## config.mk

```make
export PLATFORM = sky130hd
export DESIGN_NAME = fixed_timestep_accumulator
export DESIGN_NICKNAME = d
export VERILOG_FILES = /design/src/sv/fta_pkg.sv /design/src/sv/fixed_timestep_accumulator.sv
export VERILOG_INCLUDE_DIRS = /design/src /design/src/sv
export SDC_FILE = /design/constraint.sdc
export NUM_CORES = 2
export LEC_CHECK = 0
export BUFFER_PORTS_ARGS = -buffer_cell sky130_fd_sc_hd__buf_2
export CAP_MARGIN = 20
export CELL_PAD_IN_SITES_DETAIL_PLACEMENT = 1
export CELL_PAD_IN_SITES_GLOBAL_PLACEMENT = 2
export CORE_MARGIN = 1.5
export CORE_UTILIZATION = 41
export DETAILED_ROUTE_END_ITERATION = 10
export GPL_TIMING_DRIVEN = 0
export PLACE_DENSITY = 0.85
export SETUP_SLACK_MARGIN = 0.1
export SLEW_MARGIN = 25
export SYNTH_ARGS = -nofsm -noshare
export SYNTH_HDL_FRONTEND = slang
export SYNTH_SLANG_ARGS = --single-unit
```

## constraint.sdc

```tcl
create_clock -name clk_i -period 22.3 [get_ports clk_i]
set_clock_uncertainty 0.05 [all_clocks]
set_input_delay 4.46 -clock clk_i [delete_from_list [all_inputs] [get_ports clk_i]]
set_output_delay 4.46 -clock clk_i [all_outputs]
set_load 0.1 [all_outputs]
```

## src/sv/fixed_timestep_accumulator_defines.svh

```systemverilog
// assertion macros used by the accumulator rtl file
`ifndef FIXED_TIMESTEP_ACCUMULATOR_DEFINES_SVH
`define FIXED_TIMESTEP_ACCUMULATOR_DEFINES_SVH

// checked only outside reset
`define FTA_ASSERT(name, prop, msg) \
  name: assert property (@(posedge clk_i) disable iff (!rst_ni) prop) else $error(msg);

// checked at every edge, reset included
`define FTA_ASSERT_ALWAYS(name, prop, msg) \
  name: assert property (@(posedge clk_i) prop) else $error(msg);

`endif

```

## src/sv/fta_pkg.sv

```systemverilog
`default_nettype none

package fta_pkg;

  localparam int unsigned AccWidthDef = 48;

  localparam logic [31:0] StepLengthRst = 32'd16667;
  localparam logic [7:0]  MaxStepsRst   = 8'd8;
  localparam logic [31:0] TimeScaleRst  = 32'd65536;
  localparam logic        PauseRst      = 1'b0;
  localparam logic [63:0] EpochRst      = 64'd0;

  localparam logic [16:0] AlphaOne = 17'd65536;

  typedef enum logic [2:0] {
    REG_STEP_LENGTH = 3'd0,
    REG_MAX_STEPS   = 3'd1,
    REG_TIME_SCALE  = 3'd2,
    REG_PAUSE       = 3'd3,
    REG_EPOCH       = 3'd4
  } reg_idx_e;

  typedef enum logic {
    OP_ADVANCE = 1'b0,
    OP_STEP    = 1'b1
  } op_e;

endpackage

`default_nettype wire

```

## src/sv/fixed_timestep_accumulator.sv

```systemverilog
// Fixed-timestep simulation clock. An advance item scales elapsed real time by a Q16.16
// factor, adds it (rounded, saturating) to the leftover accumulator, then takes whole fixed
// steps, up to max_steps_per_advance. A step item adds forced_steps steps to fixed time.
// Each item returns one result: steps taken, fixed time, render time and the interpolation
// alpha in Q1.16. Work runs on one shared multiplier, one compare/subtract step loop and a
// restoring divider, one item at a time. An advance item takes longer the more steps it
// takes, and both kinds of item finish sooner when alpha needs no division (zero step
// length, or a leftover of at least one step). The step loop takes one step per cycle, the
// alpha divider gives one quotient bit per cycle, and the next item is taken in the cycle
// after the result is loaded; it is taken while a finished result still waits in the
// output register.
// Registers sit on an APB-style port at byte address 8*i, 64-bit data.
`default_nettype none

`include "fixed_timestep_accumulator_defines.svh"

module fixed_timestep_accumulator
  import fta_pkg::*;
#(
  parameter int unsigned ACC_WIDTH = AccWidthDef
) (
  input  wire logic        clk_i,
  input  wire logic        rst_ni,

  input  wire logic        psel,
  input  wire logic        penable,
  input  wire logic        pwrite,
  input  wire logic [5:0]  paddr,
  input  wire logic [63:0] pwdata,
  output logic      [63:0] prdata,
  output logic             pready,

  input  wire logic        in_valid_i,
  output logic             in_ready_o,
  input  wire logic        operation_i,
  input  wire logic [31:0] elapsed_us_i,
  input  wire logic [15:0] forced_steps_i,

  output logic             out_valid_o,
  input  wire logic        out_ready_i,
  output logic [15:0]      steps_taken_o,
  output logic [63:0]      fixed_time_us_o,
  output logic [63:0]      render_time_us_o,
  output logic [16:0]      alpha_q16_o
);

  typedef enum logic [3:0] {
    S_IDLE,
    S_SCALE,
    S_ACC,
    S_STEP,
    S_MULFIX,
    S_FADD,
    S_TIME,
    S_REND,
    S_DIV,
    S_DONE
  } state_e;

  // configuration
  logic [31:0] step_q;
  logic [7:0]  max_q;
  logic [31:0] scale_q;
  logic        pause_q;
  logic [63:0] epoch_q;

  // working state
  state_e               state_q;
  logic [31:0]          elapsed_q;
  logic [ACC_WIDTH-1:0] acc_q;
  logic [63:0]          fixed_q;
  logic [15:0]          cnt_q;
  logic [63:0]          prod_q;
  logic [63:0]          ftime_q;
  logic [63:0]          rtime_q;
  logic [31:0]          rem_q;
  logic [15:0]          quo_q;
  logic [3:0]           dcnt_q;
  logic [16:0]          alpha_q;

  // result register
  logic        out_valid_q;
  logic [15:0] out_steps_q;
  logic [63:0] out_fixed_q;
  logic [63:0] out_render_q;
  logic [16:0] out_alpha_q;

  logic          cfg_wr;
  reg_idx_e      cfg_idx;
  logic [31:0]   mul_a;
  logic [31:0]   mul_b;
  logic [63:0]   mul_p;
  logic [63:0]   add_amt;
  logic [64:0]   acc_sum;
  logic [64:0]   acc_lim;
  logic          acc_ge_step;
  logic [32:0]   rem_sh;
  logic          quo_bit;
  logic          out_load;

  assign pready  = 1'b1;
  assign cfg_wr  = psel && penable && pwrite;
  assign cfg_idx = reg_idx_e'(paddr[5:3]);

  always_comb begin
    unique case (cfg_idx)
      REG_STEP_LENGTH: prdata = {32'd0, step_q};
      REG_MAX_STEPS:   prdata = {56'd0, max_q};
      REG_TIME_SCALE:  prdata = {32'd0, scale_q};
      REG_PAUSE:       prdata = {63'd0, pause_q};
      REG_EPOCH:       prdata = epoch_q;
      default:         prdata = 64'd0;
    endcase
  end

  always_ff @(posedge clk_i or negedge rst_ni) begin
    if (!rst_ni) begin
      step_q  <= StepLengthRst;
      max_q   <= MaxStepsRst;
      scale_q <= TimeScaleRst;
      pause_q <= PauseRst;
      epoch_q <= EpochRst;
    end else if (cfg_wr) begin
      unique case (cfg_idx)
        REG_STEP_LENGTH: step_q  <= pwdata[31:0];
        REG_MAX_STEPS:   max_q   <= pwdata[7:0];
        REG_TIME_SCALE:  scale_q <= pwdata[31:0];
        REG_PAUSE:       pause_q <= pwdata[0];
        REG_EPOCH:       epoch_q <= pwdata;
        default: ;
      endcase
    end
  end

  // shared multiplier operands: elapsed * scale, or step length * step count
  always_comb begin
    if (state_q == S_SCALE) begin
      mul_a = elapsed_q;
      mul_b = scale_q;
    end else begin
      mul_a = step_q;
      mul_b = {16'd0, cnt_q};
    end
  end

  assign mul_p = mul_a * mul_b;

  // round half up, then saturating add at the accumulator width
  assign add_amt     = (prod_q + 64'h8000) >> 16;
  assign acc_sum     = {1'b0, 64'(acc_q)} + {1'b0, add_amt};
  assign acc_lim     = (65'd1 << ACC_WIDTH) - 65'd1;
  assign acc_ge_step = (acc_q >= ACC_WIDTH'(step_q));

  assign rem_sh  = {rem_q, 1'b0};
  assign quo_bit = (rem_sh >= {1'b0, step_q});

  assign out_load = (state_q == S_DONE) && (!out_valid_q || out_ready_i);

  assign in_ready_o       = (state_q == S_IDLE);
  assign out_valid_o      = out_valid_q;
  assign steps_taken_o    = out_steps_q;
  assign fixed_time_us_o  = out_fixed_q;
  assign render_time_us_o = out_render_q;
  assign alpha_q16_o      = out_alpha_q;

  always_ff @(posedge clk_i or negedge rst_ni) begin
    if (!rst_ni) begin
      state_q     <= S_IDLE;
      acc_q       <= '0;
      fixed_q     <= 64'd0;
      out_valid_q <= 1'b0;
      cnt_q       <= 16'd0;
      dcnt_q      <= 4'd0;
    end else begin
      if (out_load) begin
        out_valid_q <= 1'b1;
      end else if (out_ready_i) begin
        out_valid_q <= 1'b0;
      end
      unique case (state_q)
        S_IDLE: begin
          if (in_valid_i) begin
            elapsed_q <= elapsed_us_i;
            if (op_e'(operation_i) == OP_STEP) begin
              cnt_q   <= forced_steps_i;
              state_q <= S_MULFIX;
            end else begin
              state_q <= S_SCALE;
            end
          end
        end
        S_SCALE: begin
          prod_q  <= mul_p;
          state_q <= S_ACC;
        end
        S_ACC: begin
          if (!pause_q && (scale_q != 32'd0)) begin
            if (acc_sum > acc_lim) begin
              acc_q <= '1;
            end else begin
              acc_q <= ACC_WIDTH'(acc_sum);
            end
          end
          cnt_q   <= 16'd0;
          state_q <= S_STEP;
        end
        S_STEP: begin
          // one step per cycle; a zero step length runs to the limit
          if ((cnt_q < {8'd0, max_q}) && acc_ge_step) begin
            acc_q <= acc_q - ACC_WIDTH'(step_q);
            cnt_q <= cnt_q + 16'd1;
          end else begin
            state_q <= S_MULFIX;
          end
        end
        S_MULFIX: begin
          prod_q  <= mul_p;
          state_q <= S_FADD;
        end
        S_FADD: begin
          fixed_q <= fixed_q + prod_q;
          state_q <= S_TIME;
        end
        S_TIME: begin
          ftime_q <= epoch_q + fixed_q;
          state_q <= S_REND;
        end
        S_REND: begin
          rtime_q <= ftime_q + 64'(acc_q);
          if (step_q == 32'd0) begin
            alpha_q <= (acc_q != '0) ? AlphaOne : 17'd0;
            state_q <= S_DONE;
          end else if (acc_ge_step) begin
            alpha_q <= AlphaOne;
            state_q <= S_DONE;
          end else begin
            // acc below step here, so it fits the step width
            rem_q   <= acc_q[31:0];
            quo_q   <= 16'd0;
            dcnt_q  <= 4'd0;
            state_q <= S_DIV;
          end
        end
        S_DIV: begin
          if (quo_bit) begin
            rem_q <= 32'(rem_sh - {1'b0, step_q});
          end else begin
            rem_q <= rem_sh[31:0];
          end
          quo_q  <= {quo_q[14:0], quo_bit};
          dcnt_q <= dcnt_q + 4'd1;
          if (dcnt_q == 4'd15) begin
            alpha_q <= {1'b0, quo_q[14:0], quo_bit};
            state_q <= S_DONE;
          end
        end
        S_DONE: begin
          if (out_load) begin
            out_steps_q  <= cnt_q;
            out_fixed_q  <= ftime_q;
            out_render_q <= rtime_q;
            out_alpha_q  <= alpha_q;
            state_q      <= S_IDLE;
          end
        end
        default: state_q <= S_IDLE;
      endcase
    end
  end

  `FTA_ASSERT(a_busy_after_accept, (in_valid_i && in_ready_o) |=> !in_ready_o, "busy after accept")
  `FTA_ASSERT(a_step_limit, (state_q == S_STEP) |-> (cnt_q <= {8'd0, max_q}), "steps above limit")
  `FTA_ASSERT(a_div_rem, (state_q == S_DIV) |-> (rem_q < step_q), "remainder not below step")
  `FTA_ASSERT_ALWAYS(a_alpha_range, out_valid_o |-> (alpha_q16_o <= AlphaOne), "alpha above one")

endmodule

`default_nettype wire

```

==> results.py <==
metrics = {
    "outcome": {
        "status": "finished, final reports clean",
    },
    "critical_path": {
        "crit_path_end_kind": "register",
        "cp-endpoint": "prod_q[56]",
        "cp_data_arrival_time_ns": 14.33,
        "reg2reg_depth": 34,
        "path_max_fanout": 10,
        "crit_required_ns": 22.68,
        "crit_top_cell": "fa_1",
        "rr_endpoint": "prod_q[56]",
        "worst-setup-path-type": "reg -> reg",
        "crit_start": "state_q[0]",
        "r2r_slack_ns": 8.35,
        "worstSetupStartpointType": "register",
        "cp_slowest_cell": "clkbuf_1",
        "max_stage_delay_ns": 0.82,
        "r2r-start": "state_q[0]",
    },
    "cts": {
        "cts_tree": "done",
        "post_cts_resized": 0,
        "cts_setup_buffers": 0,
        "clk_path_buf_depth": 3,
        "cts_buffers": 84,
        "root_buffer": "clkbuf_16",
        "cts_htree_levels": 3,
        "clk_pin_slew_worst_paths_ns": 0.06,
        "ctsHoldBuffers": 0,
        "clkSinkCount": 723,
        "insertion_delay_ns": 0.76,
    },
    "global_routing": {
        "grt_usage_pct": 36.0,
        "antenna_found_initial": 23,
        "grt-ovfl-total": 0,
        "grt_pass1_vias": 70800,
        "grt_pass1_wl_um": 496000,
        "grt_max_degree": 84,
    },
    "route": {
        "wl_per_cell_um": 30.7,
        "drt-total-wl_um": 347000,
        "num_vias": 66400,
        "first_pass_iters": 5,
        "postRouteAntennaNets": 0,
        "drc_errors": 0,
        "viasPerCell": 5.87,
        "first_iter_violations": 5052,
    },
    "floorplanning": {
        "rows": 159,
        "start_util_pct": 41.2,
        "die_area_um2": 191000,
        "die_x_um": 437,
        "core-area_um2": 187000,
        "die_h_um": 437,
        "ioPinCount": 354,
    },
    "sta": {
        "rsz0062_at_grt": "false",
        "finalHoldViolCount": 0,
        "worst_slew_pin_slew_ns": 1.18,
        "period_share_pct": 62.6,
        "slew_violations": 0,
        "max_clock_freq_ghz": 0.0717,
        "slew_headroom_pct": 19.0,
        "setup_viol": 0,
        "tns_ns": 0,
        "min_period_ns": 13.95,
    },
    "layout": {
        "fillCellCount": 21600,
        "drive_gt1_share_pct": 8.87,
        "multi_input_area_um2": 51700,
        "mostFrequentLayoutCell": "inv_1",
        "regArea_um2": 20300,
        "finish.net_count": 10300,
        "layout_common_cells": "1019 x inv_1, 968 x nand2_1, 902 x fa_1",
        "final_area_um2": 86000,
        "area_growth_pct": 11.4,
    },
    "synthesis": {
        "synth-main-ff-cell": "edfxtp_1",
        "syn-num-nets": 9815,
        "avgSynthCellArea_um2": 9.39,
        "synth.distinct_cells": 93,
        "synth_seq_cells": 723,
        "synth_area_um2": 77200,
        "yosysWarnings": 0,
        "seq_area_frac_synth_pct": 26.3,
        "synth_edf_count": 449,
        "synthArstFlopShare_pct": 37.9,
        "syn_inst": 8228,
    },
    "hold_path": {
        "hp-class": "reg -> reg",
        "min_from": "rtime_q[32]",
    },
    "placed_design": {
        "io_buffer_count": 348,
        "place.gp.congestion": 1.05,
        "placed_cell_area_um2": 82900,
        "place_hpwl_um": 292000,
    },
    "job": {
        "max_cap_violations": 0,
    },
}
through the flow:
stage	setup WS (ns)	std cells	hold slack, ns	util, %
after floorplan	1.27	8228	0.350	-
after global placement	-11.92	11100	0.353	43.8
after detailed placement	8.93	11100	0.355	44.3
after CTS	8.87	11300	0.353	45.9
after global routing	8.30	11300	0.350	45.9
final	8.35	11300	0.338	45.9
synth_stat cells, types with 9 or more instances:
cell / count / area share (%)
a2111oi_0: 12 / 0.14
a211oi_1: 32 / 0.31
a21boi_0: 9 / 0.087
a21o_1: 228 / 2.2
a21oi_1: 490 / 3.2
a221o_1: 9 / 0.12
a221oi_1: 16 / 0.18
a311oi_1: 12 / 0.14
a31oi_1: 51 / 0.41
and2_1: 92 / 0.75
and3_1: 299 / 2.4
and4_1: 12 / 0.14
buf_1: 9 / 0.044
buf_2: 16 / 0.10
clkbuf_1: 363 / 1.8
dfrtp_1: 266 / 8.6
edfxtp_1: 449 / 17
fa_1: 902 / 23
ha_1: 559 / 9.1
inv_1: 1019 / 5.0
mux2_2: 97 / 1.4
mux2i_1: 75 / 0.97
nand2_1: 968 / 4.7
nand2b_1: 54 / 0.44
nand3_1: 120 / 0.78
nand4_1: 95 / 0.77
nor2_1: 644 / 3.1
nor2b_1: 50 / 0.41
nor3_1: 75 / 0.49
nor4_1: 42 / 0.34
o2111ai_1: 12 / 0.14
o211ai_1: 19 / 0.18
o21a_1: 31 / 0.30
o21ai_0: 384 / 2.5
o21ai_1: 10 / 0.065
o21bai_1: 62 / 0.60
o221ai_1: 11 / 0.12
o22ai_1: 34 / 0.28
o31a_1: 11 / 0.12
o31ai_1: 22 / 0.21
or2_2: 17 / 0.14
or3_1: 20 / 0.16
xnor2_1: 268 / 3.0
xor2_1: 122 / 1.4
registers in the layout (all words and copies together), names as in the netlist, 4 cells and up:
signal,flops
epoch_q,64
fixed_q,64
fixed_time_us_o,64
ftime_q,64
prod_q,64
render_time_us_o,64
rtime_q,64
acc_q,48
elapsed_q,32
rem_q,32
scale_q,32
step_q,32
alpha_q16_o,17
alpha_q,17
cnt_q,16
steps_taken_o,16
quo_q,15
max_q,8
dcnt_q,4
state_q,4
layout make-up:
cell class                      instances  share of cell area, %
Clock inverter                         52                  0.889
Inverter                             1019                   4.45
Antenna cell                           14                 0.0407
Multi-Input combinational cell       6088                   60.1
Buffer                                398                   1.81
Sequential cell                       723                   23.7
Tap cell                             2495                   3.63
Timing Repair Buffer                  417                   2.80
Clock buffer                          106                   2.62
metal layers:
| layer | part of all wire, % | wire, um | up-vias | GRT usage (%) |
|---|---|---|---|---|
| met5 | 0.025 | 87 | - | 0 |
| met4 | 9.4 | 32500 | 12 | 28.2 |
| met3 | 6.7 | 23100 | 973 | 6.16 |
| met2 | 47 | 162000 | 2808 | 59.1 |
| met1 | 37 | 130000 | 33900 | 41.8 |
| li1 | - | - | 28600 | - |
critical path: cells and delay by family, from the launching register on:
kind,cells,cell delay [ns]
flops,1,0.32
buf+inv,10,4.13
fa+ha+maj,9,4.68
simple gates,8,1.80
xor+xnor,1,0.69
compound gates,6,1.94
logic make-up after synthesis:
| logic type | after synthesis | synth area share (%) |
|---|---|---|
| buf+inv | 1417 | 6.96 |
| compound gates | 1545 | 12.5 |
| fa+ha+maj | 1461 | 32.4 |
| simple gates | 2519 | 15.0 |
| xor+xnor | 390 | 4.42 |
| flops | 723 | 26.3 |
| mux | 172 | 2.39 |
| other cells | 1 | 0.00486 |
worst min-delay path by stage:
stage,slack [ns],end,cells after the start
global placement,0.35,alpha_q16_o[8],0
global route,0.35,render_time_us_o[32],0
finish,0.34,render_time_us_o[32],0
detailed placement,0.36,alpha_q16_o[12],0
CTS,0.35,render_time_us_o[32],0
floorplan,0.35,alpha_q16_o[0],0
Power is not shown: default switching activity piles up to over one toggle a cycle in this logic, so the estimate is an artifact.
